File: src/hdl/cpm_pkg.sv
// Package for the clock period meter: beat types, register indexes,
// sequencer states and fixed widths. No dependencies.
package cpm_pkg;

   localparam int HZ_W          = 28;
   localparam int STALE_W       = 16;
   localparam int PPQ_W         = 8;
   localparam int CSR_IDX_W     = 2;
   localparam int CSR_DATA_W    = 28;
   localparam int TIME_W        = 32;
   localparam int FREQ_W        = 44;
   localparam int BPM_W         = 50;
   localparam int BPM_MUL_W     = 6;
   localparam int FRACTION_BITS_DEF = 16;

   localparam logic [HZ_W-1:0]    HZ_RESET    = 28'd84000000;
   localparam logic [STALE_W-1:0] STALE_RESET = 16'd1500;
   localparam logic [PPQ_W-1:0]   PPQ_RESET   = 8'd24;

   localparam logic [CSR_IDX_W-1:0] CSR_TIMER_HZ    = 2'd0;
   localparam logic [CSR_IDX_W-1:0] CSR_STALE_LIMIT = 2'd1;
   localparam logic [CSR_IDX_W-1:0] CSR_PPQ         = 2'd2;

   typedef struct packed {
      logic              capture_valid;
      logic [TIME_W-1:0] capture_value;
      logic [TIME_W-1:0] now_ms;
      logic              take_edge;
   } req_type;

   typedef struct packed {
      logic              clock_present;
      logic [TIME_W-1:0] period_count;
      logic              edge_seen;
      logic [FREQ_W-1:0] freq_hz_q16;
      logic [BPM_W-1:0]  bpm_q16;
   } rsp_type;

   typedef enum logic [2:0] {
      ST_IDLE,
      ST_PREP,
      ST_DIV_FREQ,
      ST_DIV_BPM,
      ST_DONE
   } state_type;

endpackage

File: src/hdl/clock_period_meter_with_timeout.sv
// Clock period meter with staleness timeout: capture bookkeeping, one shared
// restoring divider for frequency and BPM. Depends on cpm_pkg.
// Sequence: accept, prepare, frequency division, BPM division, result register; both
// divisions are skipped when no clock is held, and the BPM division is skipped
// when pulses per quarter is zero. One beat at a time: the next is taken once the
// result registers; a stalled result holds it. Sync reset.
module clock_period_meter_with_timeout #(
   parameter int FRACTION_BITS = cpm_pkg::FRACTION_BITS_DEF
) (
   input  logic                           clock,
   input  logic                           reset,
   input  logic                           req_valid,
   output logic                           req_stall,
   input  cpm_pkg::req_type               req_data,
   output logic                           rsp_valid,
   input  logic                           rsp_stall,
   output cpm_pkg::rsp_type               rsp_data,
   input  logic                           csr_we,
   input  logic [cpm_pkg::CSR_IDX_W-1:0]  csr_index,
   input  logic [cpm_pkg::CSR_DATA_W-1:0] csr_wdata
);
   import cpm_pkg::*;

   localparam int FQ_W  = HZ_W + FRACTION_BITS;
   localparam int NUM_W = HZ_W + BPM_MUL_W + FRACTION_BITS;
   localparam int DSR_W = TIME_W + PPQ_W;
   localparam int CNT_W = $clog2(NUM_W);

   logic [HZ_W-1:0]    hz_ff;
   logic [STALE_W-1:0] stale_ff;
   logic [PPQ_W-1:0]   ppq_ff;

   logic [TIME_W-1:0]  prev_capture_ff, prev_capture_in;
   logic               prev_seen_ff, prev_seen_in;
   logic [TIME_W-1:0]  period_ff, period_in;
   logic [TIME_W-1:0]  last_edge_ff, last_edge_in;
   logic               pending_ff, pending_in;
   logic               edge_seen_ff, edge_seen_in;

   state_type          state_ff, state_in;
   logic [NUM_W-1:0]   dvd_ff, dvd_in;
   logic [DSR_W-1:0]   dsr_ff, dsr_in;
   logic [DSR_W-1:0]   rem_ff, rem_in;
   logic [DSR_W-1:0]   prod_ff, prod_in;
   logic [CNT_W-1:0]   cnt_ff, cnt_in;
   logic [FREQ_W-1:0]  freq_ff, freq_in;
   logic [BPM_W-1:0]   bpm_ff, bpm_in;

   logic               rsp_valid_ff, rsp_valid_in;
   rsp_type            rsp_data_ff, rsp_data_in;

   logic               accept;
   logic [TIME_W-1:0]  diff;
   logic [TIME_W-1:0]  age;
   logic [DSR_W:0]     trial;
   logic [DSR_W:0]     trial_sub;
   logic               trial_ge;
   logic [NUM_W-1:0]   dvd_step;
   logic [DSR_W-1:0]   rem_step;
   logic [HZ_W+BPM_MUL_W-1:0] hz60;

   assign req_stall = (state_ff != ST_IDLE);
   assign accept    = req_valid && !req_stall;
   assign rsp_valid = rsp_valid_ff;
   assign rsp_data  = rsp_data_ff;

   // shared divider step: one restoring quotient bit per cycle
   assign trial     = {rem_ff, dvd_ff[NUM_W-1]};
   assign trial_sub = trial - {1'b0, dsr_ff};
   assign trial_ge  = !trial_sub[DSR_W];
   assign rem_step  = trial_ge ? trial_sub[DSR_W-1:0] : trial[DSR_W-1:0];
   assign dvd_step  = {dvd_ff[NUM_W-2:0], trial_ge};

   assign hz60 = {hz_ff, 6'd0} - {4'd0, hz_ff, 2'd0};
   assign diff = req_data.capture_value - prev_capture_ff;
   assign age  = req_data.now_ms - last_edge_ff;

   always_comb begin
      prev_capture_in = prev_capture_ff;
      prev_seen_in    = prev_seen_ff;
      period_in       = period_ff;
      last_edge_in    = last_edge_ff;
      pending_in      = pending_ff;
      edge_seen_in    = edge_seen_ff;
      state_in        = state_ff;
      dvd_in          = dvd_ff;
      dsr_in          = dsr_ff;
      rem_in          = rem_ff;
      prod_in         = prod_ff;
      cnt_in          = cnt_ff;
      freq_in         = freq_ff;
      bpm_in          = bpm_ff;
      rsp_valid_in    = rsp_valid_ff && rsp_stall;
      rsp_data_in     = rsp_data_ff;

      case (state_ff)
         ST_IDLE: begin
            if (accept) begin
               if (req_data.capture_valid) begin
                  if (prev_seen_ff && (diff != '0)) begin
                     period_in = diff;
                  end
                  prev_capture_in = req_data.capture_value;
                  prev_seen_in    = 1'b1;
                  last_edge_in    = req_data.now_ms;
                  edge_seen_in    = 1'b1;
               end else begin
                  edge_seen_in = pending_ff;
                  if ((period_ff != '0) && (age > {{(TIME_W-STALE_W){1'b0}}, stale_ff})) begin
                     period_in    = '0;
                     prev_seen_in = 1'b0;
                  end
               end
               pending_in = edge_seen_in && !req_data.take_edge;
               state_in   = ST_PREP;
            end
         end
         ST_PREP: begin
            freq_in = '0;
            bpm_in  = '0;
            prod_in = DSR_W'(period_ff * ppq_ff);
            dsr_in  = DSR_W'(period_ff);
            rem_in  = '0;
            dvd_in  = NUM_W'(hz_ff) << (NUM_W - HZ_W);
            cnt_in  = CNT_W'(FQ_W - 1);
            state_in = (period_ff != '0) ? ST_DIV_FREQ : ST_DONE;
         end
         ST_DIV_FREQ: begin
            dvd_in = dvd_step;
            rem_in = rem_step;
            cnt_in = cnt_ff - 1'b1;
            if (cnt_ff == '0) begin
               freq_in = FREQ_W'(dvd_step);
               if (ppq_ff != '0) begin
                  dsr_in   = prod_ff;
                  rem_in   = '0;
                  dvd_in   = NUM_W'(hz60) << FRACTION_BITS;
                  cnt_in   = CNT_W'(NUM_W - 1);
                  state_in = ST_DIV_BPM;
               end else begin
                  state_in = ST_DONE;
               end
            end
         end
         ST_DIV_BPM: begin
            dvd_in = dvd_step;
            rem_in = rem_step;
            cnt_in = cnt_ff - 1'b1;
            if (cnt_ff == '0) begin
               bpm_in   = BPM_W'(dvd_step);
               state_in = ST_DONE;
            end
         end
         ST_DONE: begin
            if (!rsp_valid_ff || !rsp_stall) begin
               rsp_valid_in              = 1'b1;
               rsp_data_in.clock_present = (period_ff != '0);
               rsp_data_in.period_count  = period_ff;
               rsp_data_in.edge_seen     = edge_seen_ff;
               rsp_data_in.freq_hz_q16   = freq_ff;
               rsp_data_in.bpm_q16       = bpm_ff;
               state_in                  = ST_IDLE;
            end
         end
         default: begin
            state_in = ST_IDLE;
         end
      endcase
   end

   always_ff @(posedge clock) begin
      if (reset) begin
         hz_ff    <= HZ_RESET;
         stale_ff <= STALE_RESET;
         ppq_ff   <= PPQ_RESET;
      end else if (csr_we) begin
         case (csr_index)
            CSR_TIMER_HZ:    hz_ff    <= csr_wdata[HZ_W-1:0];
            CSR_STALE_LIMIT: stale_ff <= csr_wdata[STALE_W-1:0];
            CSR_PPQ:         ppq_ff   <= csr_wdata[PPQ_W-1:0];
            default: begin
            end
         endcase
      end
   end

   always_ff @(posedge clock) begin
      if (reset) begin
         state_ff        <= ST_IDLE;
         prev_capture_ff <= '0;
         prev_seen_ff    <= 1'b0;
         period_ff       <= '0;
         last_edge_ff    <= '0;
         pending_ff      <= 1'b0;
         edge_seen_ff    <= 1'b0;
         rsp_valid_ff    <= 1'b0;
      end else begin
         state_ff        <= state_in;
         prev_capture_ff <= prev_capture_in;
         prev_seen_ff    <= prev_seen_in;
         period_ff       <= period_in;
         last_edge_ff    <= last_edge_in;
         pending_ff      <= pending_in;
         edge_seen_ff    <= edge_seen_in;
         rsp_valid_ff    <= rsp_valid_in;
      end
   end

   always_ff @(posedge clock) begin
      dvd_ff      <= dvd_in;
      dsr_ff      <= dsr_in;
      rem_ff      <= rem_in;
      prod_ff     <= prod_in;
      cnt_ff      <= cnt_in;
      freq_ff     <= freq_in;
      bpm_ff      <= bpm_in;
      rsp_data_ff <= rsp_data_in;
   end

endmodule

File: config.mk
export PLATFORM = sky130hd
export DESIGN_NAME = clock_period_meter_with_timeout
export DESIGN_NICKNAME = d
export VERILOG_FILES = /design/src/hdl/cpm_pkg.sv /design/src/hdl/clock_period_meter_with_timeout.sv
export SDC_FILE = /design/constraint.sdc
export NUM_CORES = 2
export LEC_CHECK = 0
export ABC_AREA = 0
export BUFFER_PORTS_ARGS = -buffer_cell sky130_fd_sc_hd__buf_2
export CAP_MARGIN = 25
export CORE_MARGIN = 5
export CORE_UTILIZATION = 50
export CTS_BUF_LIST = sky130_fd_sc_hd__clkbuf_4
export DETAILED_ROUTE_END_ITERATION = 12
export HOLD_SLACK_MARGIN = 0.03
export PLACE_DENSITY = 0.67
export RECOVER_POWER = 100
export REMOVE_ABC_BUFFERS = 1
export SYNTH_ARGS = -nofsm -noshare
export SYNTH_HDL_FRONTEND = slang
export SYNTH_SLANG_ARGS = --single-unit
File: constraint.sdc
create_clock -name clock -period 11.3 [get_ports clock]
set_clock_uncertainty 0.2 [all_clocks]
set_input_delay 2.26 -clock clock [delete_from_list [all_inputs] [get_ports clock]]
set_output_delay 2.26 -clock clock [all_outputs]
set_load 0.01 [all_outputs]
# After elaboration in Yosys (flattened, before gate mapping)
# Index checks and enable logic that the tools add are counted.
# W data, S select, Z words.
# totals
mem_bits_ro	0
mem_bits_rw	0
latch_bits	0
ff_bits	553
mem_count	0
input_bits	101
# classes
eq_ne	12
mul	1
n_addsub	5
reduce_logical	34
n_mux	34
shifts	0
bitwise	0
n_div	0
n_lt_le_gt_ge	1
# ops
cell	count
$mux W40	5
$mux W50	3
$pmux W50 S3	1
$pmux W40 S3	1
$pmux W50 S2	1
$mux W32	3
$pmux W44 S2	1
$pmux W40 S2	1
$reduce_bool A32 Y1	2
$sub A32 B32 Y32	2
$mux W44	1
$sub A41 B40 Y41	1
$mul A32 B8 Y40	1
$sub A34 B30 Y34	1
$gt A32 B16 Y1	1
$mux W3	6
$pmux W6 S3	1
$pmux W3 S5	1
$reduce_and A2 Y1	7
$mux W6	2
$ne A2 B2 Y1 const B	5
$reduce_and A3 Y1	3
$reduce_and A4 Y1	2
$reduce_bool A8 Y1	1
16 further kinds	34

# Longest topological paths before layout
# depth
word_depth	6
ltp_mapped	24

# Worst setup path before layout
# OpenSTA, ideal clock, no wires.
# synth_timing
path_type	input to register
from	in rsp_stall
to	reg rsp_data_ff (netlist bit rsp_data[0]) (enable)
stages	1
arrival_time_ns	8.442
path_buffers	0
setup_ns	0.658
setup_slack_ns	2.000
t_required_ns	10.442
path_cell_list	a21oi_1
# synth_via
elab_chain_len	3
# synth_rtl
item	line	source
start: declaration	clock_period_meter_with_timeout.sv:16	input logic rsp_stall,
$logic_not A1 Y1	clock_period_meter_with_timeout.sv:155	if (!rsp_valid_ff || !rsp_stall) begin
$logic_or A1 B1 Y1	clock_period_meter_with_timeout.sv:155	
$reduce_and A2 Y1 (no source line)	--	
end signal: assignment	clock_period_meter_with_timeout.sv:217	rsp_data_ff <= rsp_data_in;
end: declaration	clock_period_meter_with_timeout.sv:50	rsp_type rsp_data_ff, rsp_data_in;
# Every way passes these cells.
# A chain may end at the register's enable or synchronous reset.

# Final worst setup path
# layout_timing
from	reg state_ff[0]
to	reg rem_ff[15] (enable)
# layout_via
elab_chain_len	2
# layout_rtl
item	line	source
start: declaration	clock_period_meter_with_timeout.sv:40	state_type state_ff, state_in;
start signal: assignment	clock_period_meter_with_timeout.sv:198	state_ff <= state_in;
$eq A3 B2 Y1 / $eq A3 B1 Y1 (equally long branches)	clock_period_meter_with_timeout.sv:96	case (state_ff)
$reduce_bool A3 Y1 (no source line) *	--	
end signal: assignment	clock_period_meter_with_timeout.sv:212	rem_ff <= rem_in;
end: declaration	clock_period_meter_with_timeout.sv:43	logic [DSR_W-1:0] rem_ff, rem_in;
# Every way passes the cells marked *; elsewhere a longest branch is shown, timed or not.

==> run summary <==
outcome = finished, violations left
failing checks = max-capacitance violations, max-slew violations
Post-synth EDFFs = 398
DP Worst Slack = 3.68 ns
area grow syn2layout = 9.74%
Worst-Margin Slew = 4.31 ns
DR iter-0 viols = 1,777
final instance area = 39,700 sq um
CTS clk-pin slew, worst paths = 0.06 ns
DIE HEIGHT = 279 um
Worst path depth = 4
die width = 279 um
Ports = 231
Ys Warns = 0
Remaining DRCs = 0
worst r2r dst = rem_ff[15]
Max Cap Viol = 20
Core ar. = 71,600 sq um
Hold Crit Class = reg -> reg
dpl cell area = 38,100 sq um
grt ovf = 0
port bufs = 230
Worst Setup SP = state_ff[0]
layout cell share with drive strength beyond 1 = 10.4%
worst vdd ir = 0.137 mV
H-tree depth = 4
critical path arrival = 8.57 ns
worst skew pair latency = 0.99 ns
Leakage = 16.7 nW
Fin. Hold Viols = 0
Tot GR Track Use = 22.4%
placed cells = 4,663
ranking of synthesized cells by area = edfxtp_1 33%, fa_1 10%, dfxtp_1 8.6%
Resized cells post-CTS = 0
Num CTS Buffers = 149
WP data required = 11.54 ns
DR vias/cell = 5.49
Crit Path Class = reg -> reg
relative slew slack = -187%
Synth area leader = edfxtp_1
Layout Nets = 4,353
min setup slack post-route = 2.97 ns
final non-filler cell total = 4,929
critical-path cell list = clkbuf_1, nor2_1, nor2_1, clkbuf_1
CTS tree = done
Largest delay share family, worst path = buffers and inverters
r2r setup slk = 2.97 ns
hold depth = 0
gp weighted congestion = 0.898
Final Cycle Share = 73.7%
Detail Placement HPWL = 62,400 um
Routed WL = 88,200 um
Die Area = 77,900 sq um
FFs w/ async S/R, synth = 0%
CP startpoint kind = flop
initial antenna violation count = 10
hold_buf cts = 0
syn avg cell area = 9.94 sq um
RSZ-0062 raised after global routing = no
R2R depth = 4
DR vias = 27,100
post-CTS setup repair buffer count = 0
vias in the first global route = 26,800
Mapped Cells = 3,643
Final Setup Violations = 0
worst r2r src = state_ff[0]
flops & latches, synth = 553
Max Buffers Root-to-Sink = 3
GRT busiest layer = met2
CTS root buf = clkbuf_4
number of detailed-route iterations in the first pass = 8
buffers and inverters on the worst path = 2
CP endpoint = rem_ff[15]
total power draw = 7.65 mW
routing usage on met1 = 31.3%
first-pass GRT wire length = 142,000 um
slowest cell delay on critical path = 3.12 ns
largest net degree at the start of global routing = 95
Core Rows = 98
fin crit period = 8.33 ns
PwrDens = 193 nW/um^2
Mapped Area = 36,200 sq um
Initial Utilization = 50.6%
top-area cell type share of the netlist area = 33.0%
grt met2 use = 35.1%
routed length per placed instance = 17.9 um
register area share after synthesis = 41.6%
Top FF cell, synth = edfxtp_1
Critical Path Fanout Max = 73
GRT met3 Usage = 4.87%
Final ANT Viol Nets = 0
Slowest cell on crit path = clkbuf_1
setup TNS = 0 ns
final core occ = 55.5%
crit path capture type = flop
WHS = 0.202 ns
max-slew violation count = 885
maximum clock frequency = 120 MHz
Sink Count = 553
Unique masters post-synth = 95
## worst min-delay path by stage
stage | startpoint | end
6_report | bpm_ff[33] | rsp_data[33]
5_1_grt | bpm_ff[29] | rsp_data[29]
4_1_cts | bpm_ff[29] | rsp_data[29]
3_5_place_dp | bpm_ff[18] | rsp_data[18]
3_3_place_gp | freq_ff[43] | rsp_data[93]
2_1_floorplan | bpm_ff[0] | rsp_data[0]
## layout make-up
cell class / count / area (sq um)
antenna: 8 / 20.0
tap: 950 / 1190
clock inverter: 40 / 307
multi-input combinational: 2527 / 19000
sequential: 553 / 15100
timing repair buffer: 260 / 1140
fill: 6558 / 31900
clock buffer: 217 / 1630
inverter: 374 / 1400
## synth_stat cells, types with 61 or more instances
library cell    n
edfxtp_1      398
inv_1         374
nand2_1       364
a21oi_1       303
and2_1        264
ha_1          204
fa_1          183
clkbuf_1      167
nor2_1        156
dfxtp_1       155
o21ai_0       131
nand3_1        84
and3_1         82
xnor2_1        74
a21o_1         61
## layout by cell type (no fill, tap or decap), types with 82 or more instances in the layout
master / n
nand3_1: 84
nor2_1: 155
o21ai_0: 131
edfxtp_1: 398
inv_1: 374
clkbuf_4: 217
ha_1: 204
fa_1: 183
dfxtp_1: 155
and3_1: 82
a21oi_1: 304
clkbuf_1: 152
nand2_1: 364
and2_1: 229
buf_2: 97
## power by group
part           switching, mW  internal [mW]  total, mW
sequential             0.231           2.86       3.10
combinational           1.76          0.971       2.74
clock                  0.890          0.930       1.82
total                   2.88           4.77       7.65
## registers in the layout (all words and copies together) (netlist names), 8 cells and up
register         count
bpm_ff              50
dsr_ff              40
dvd_ff              50
freq_ff             44
hz_ff               28
last_edge_ff        32
period_ff           32
ppq_ff               8
prev_capture_ff     32
prod_ff             40
rem_ff              40
rsp_data           128
stale_ff            16
## cells by family after synthesis
| group | synth area share (%) |
|---|---|
| adders and majority gates | 17.2 |
| xor gates and xnor gates | 3.15 |
| muxes | 1.51 |
| and+or+nand+nor | 16.1 |
| AOI/OAI and AO/OA | 14.5 |
| DFF | 41.6 |
| buffers and inverters | 6.00 |
## routing by layer
metal | vias up | wire [um]
met3 | 129 | 5660
met5 | - | 43
met2 | 766 | 40000
met1 | 12900 | 40500
met4 | 6 | 2090
li1 | 13300 | -
(Power assumes the default switching activity.)
